===== config.mk =====
export PLATFORM = sky130hd
export DESIGN_NAME = tlaja_isqrt
export DESIGN_NICKNAME = d
export VERILOG_FILES = /design/src/tlaja_isqrt.sv
export SDC_FILE = /design/constraint.sdc
export NUM_CORES = 2
export LEC_CHECK = 0
export BUFFER_PORTS_ARGS = -buffer_cell sky130_fd_sc_hd__buf_2
export CORE_MARGIN = 4
export CORE_UTILIZATION = 55
export CTS_CLUSTER_DIAMETER = 80
export CTS_CLUSTER_SIZE = 28
export DETAILED_ROUTE_END_ITERATION = 8
export PLACE_DENSITY = 0.71
export SLEW_MARGIN = 20
export SYNTH_ARGS = -nofsm -noshare
export SYNTH_HDL_FRONTEND = slang
export SYNTH_SLANG_ARGS = --single-unit

===== constraint.sdc =====
create_clock -name i_clk -period 3.62 [get_ports i_clk]
set_clock_uncertainty 0.1 [all_clocks]
set_input_delay 0.181 -clock i_clk [delete_from_list [all_inputs] [get_ports i_clk]]
set_output_delay 0.181 -clock i_clk [all_outputs]
set_load 0.02 [all_outputs]

===== src/tlaja_isqrt.sv =====
`timescale 1ns / 1ps

module tlaja_isqrt #(
    parameter int unsigned RAD_W = 62
) (
    input  logic               i_clk,
    input  logic [RAD_W-1:0]   i_rad,
    output logic [RAD_W/2-1:0] o_root
);

    localparam int unsigned STEPS = RAD_W / 2;

    logic [RAD_W-1:0] r_v   [STEPS];
    logic [RAD_W-1:0] r_res [STEPS];
    logic [RAD_W-1:0] n_v   [STEPS];
    logic [RAD_W-1:0] n_res [STEPS];
    logic [RAD_W-1:0] s_v   [STEPS];
    logic [RAD_W-1:0] s_res [STEPS];

    // one root bit per stage, trial bit walks down two places each stage
    always_comb begin
        logic [RAD_W:0]   sum;
        logic [RAD_W-1:0] bitv;
        s_v[0]   = i_rad;
        s_res[0] = '0;
        for (int k = 1; k < STEPS; k++) begin
            s_v[k]   = r_v[k-1];
            s_res[k] = r_res[k-1];
        end
        for (int k = 0; k < STEPS; k++) begin
            bitv = '0;
            bitv[RAD_W-2-2*k] = 1'b1;
            sum = {1'b0, s_res[k]} + {1'b0, bitv};
            if ({1'b0, s_v[k]} >= sum) begin
                n_v[k]   = s_v[k] - sum[RAD_W-1:0];
                n_res[k] = (s_res[k] >> 1) + bitv;
            end else begin
                n_v[k]   = s_v[k];
                n_res[k] = s_res[k] >> 1;
            end
        end
    end

    always_ff @(posedge i_clk) begin
        r_v   <= n_v;
        r_res <= n_res;
    end

    assign o_root = r_res[STEPS-1][STEPS-1:0];

endmodule


==> impl_metrics.ini <==
[run_status]
status = complete, but fails checks
violations = setup timing

[yosys]
synth_edf_count = 0
synth_top_area_share_pct = 52.79
synthSimpleGateAreaFrac_pct = 15.57
syn_area_per_cell_sq_um = 9.975
syn_inst = 8958
synthMostInstantiatedCell = dfxtp_1
synth_top_family_by_area = simple AND/OR/NAND/NOR gates
ys_ff_latch = 2356
yosysWarnings = 0
synth_xor_area_share_pct = 8.165
synth_commonest_cells = dfxtp_1, inv_1, nor2_1
synthTopCellsByArea = dfxtp_1, ha_1, xnor2_1
synth_fa_ha_area_share_pct = 7.352
synth.distinct_cells = 103
synth_area_leader_cell = dfxtp_1
synthArstFlopShare_pct = 0
ys.flop_type = dfxtp_1
synth-compound-area-share_pct = 11.54
synth_mux_area_share_pct = 1.082
synth_area_sq_mm = 0.08935
synth-seq-area-share_pct = 52.79
synth_nets = 9546

[worst_hold_path]
min_path_type = in2reg

[power]
p_total_w = 0.07546
pwr-share-comb_pct = 30.1
swShare_pct = 36.35
p_int_w = 0.04803
netSwitchingPower_w = 0.02743
peakVddDrop_mv = 0.4870
clkPwrFrac_pct = 19.7
p_leak_nw = 45.20
p_seq_share_pct = 50.3
power_density_mw_per_mm2 = 760.8

[clock_network]
clk_latency_ns = 0.80
clk_pin_slew_ns = 0.10
cts_tree = done
htreeDepth = 3
clockBufferDepth = 3
clock-sinks = 2356
clock-root-buffer = clkbuf_16
cts_made_buffers = 109

[final_layout]
final_nets = 9957
syn_to_final_growth_pct = 11.00
num-fill-cells = 13160
drive_above_1_share_pct = 8.138
final_util_pct = 61.63
final_area_sq_mm = 0.09918

[detailed_routing]
drt_iter0_drc = 5853
via_per_inst = 5.654
drc = 0
drt-wirelength-per-cell_um = 20.48
antenna_left = 0
totalWireLength_um = 237200
first_pass_iters = 7
vias = 65510

[sta]
maxSlewViolCount = 0
period_share_pct = 100.5
rsz0062_at_grt = yes
hold_slack_ns = 0.1908
min_period_ns = 3.638
clock.fmax_ghz = 0.2749
setup_violations = 1
finalHoldViolCount = 0
setup_ws_ns = -0.01817
worst_pin_slew_ns = 1.064
slew_headroom_pct = 28.54

[setup_path]
path_class = reg2reg
cp_max_fo = 7
worstPathRequired_ns = 4.15
crit_path_end_kind = register
setup.worst_path.start_class = register
arrival_ns = 4.17
reg2reg_slack_ns = -0.02

[grt]
grt_pass1_wl_um = 365700
grtUsageTotal_pct = 27.38
grt_pass1_vias = 63670
grt_max_degree = 69
antenna_found_initial = 3
overflow = 0

[die]
boundaryPins = 94
fp.dieW_um = 411.1
core-area_sq_mm = 0.1609
start_util_pct = 55.52
row_count = 147
dieArea_sq_mm = 0.1690
die_y_um = 411.1

[placed_design]
dpl_cell_area_sq_mm = 0.09387
dp_hpwl_um = 186000
gp_congestion = 0.9714
place_ws_ns = -0.04801
io_buffers = 93

[run]
cap_violations = 0
-- through the flow --
step	std cells	TNS (ns)
3_3_place_gp	11290	-0.2391
2_1_floorplan	8958	0
4_1_cts	11580	0
5_1_grt	11590	-0.5247
6_report	11590	-0.01817
3_5_place_dp	11290	-0.1900
-- critical path, cell delays in order, from the launching register on --
cell	delay, ns
dfxtp_1	0.46
inv_1	0.07
ha_1	0.37
a21o_1	0.24
a21o_1	0.18
a21o_1	0.18
a211o_1	0.40
a31oi_1	0.34
or4b_4	0.58
nor3_2	0.20
xor2_1	0.38
-- per-layer routing --
metal / part of all wire (%) / track usage [%]
met4: 2.9 / 7.819
met3: 6.5 / 3.829
met1: 46 / 38.51
met5: 0 / 0
met2: 44 / 44.11
-- layout make-up --
cell class | count | area [sq um] | area share [%]
clock inverter | 49 | 789.5 | 0.7960
inverter | 642 | 2411 | 2.431
sequential | 2356 | 47170 | 47.56
tap | 2160 | 2703 | 2.725
clock buffer | 118 | 2831 | 2.855
multi-input combinational | 5780 | 39510 | 39.83
antenna | 1 | 2.502 | 0.002523
timing repair buffer | 480 | 3769 | 3.800
-- path summary, 6_finish.rpt --
check	startpoint	endpoint	depth (start not counted)
min reg2reg	r_res[1537]	r_res[1474]	0
min	i_rad[60]	r_v[1920]	4
max	r_res[707]	r_v[670]	10
max reg2reg	r_res[707]	r_v[670]	10
-- power by group through the flow --
| stage | Sequential [W] | Combinational (W) | Clock (W) |
|---|---|---|---|
| after global placement | 0.0382 | 0.0216 | 0 |
| final | 0.0379 | 0.0227 | 0.0148 |
| after global routing | 0.0385 | 0.0249 | 0.0161 |
| after detailed placement | 0.0382 | 0.0219 | 0 |
| after CTS | 0.0377 | 0.0222 | 0.0151 |
| after floorplan | 0.0355 | 0.0160 | 0 |
-- layout by cell type (no fill, tap or decap), drive strengths merged, types with 34 or more instances in the layout --
cell	instances
nand4	169
buf	355
o21bai	49
clkbuf	119
dlygate4sd3	124
nand2	520
a21o	208
nand3	143
o211ai	35
xor2	407
or2	44
a21oi	578
o21ai	414
o21a	87
nor2b	58
nor4	326
nand3b	34
dfxtp	2356
or4	83
nor4b	48
nor2	627
and3	40
mux2	77
nand2b	95
a211oi	43
a31oi	42
inv	664
or3	82
ha	525
xnor2	426
nor3	267
-- registers in the layout, summed over array words and instances (netlist names) --
name / cells
r_res: 465
o_root: 31
r_v: 1860
-- cell families after synthesis --
family          after synthesis
xor+xnor                    833
mux                          87
buf+inv                     822
flops                      2356
compound gates             1676
fa+ha+maj                   525
simple gates               2659
-- what timing repair did --
action	4_1_cts	5_1_grt
setup buffers	0	5
endpoints found under the setup margin	17	166
resized for setup	9	73
pin swaps	1	18
hold endpoints to repair	63	0
hold buffers	124	0
gates cloned	0	1
(Power assumes the default switching activity.)
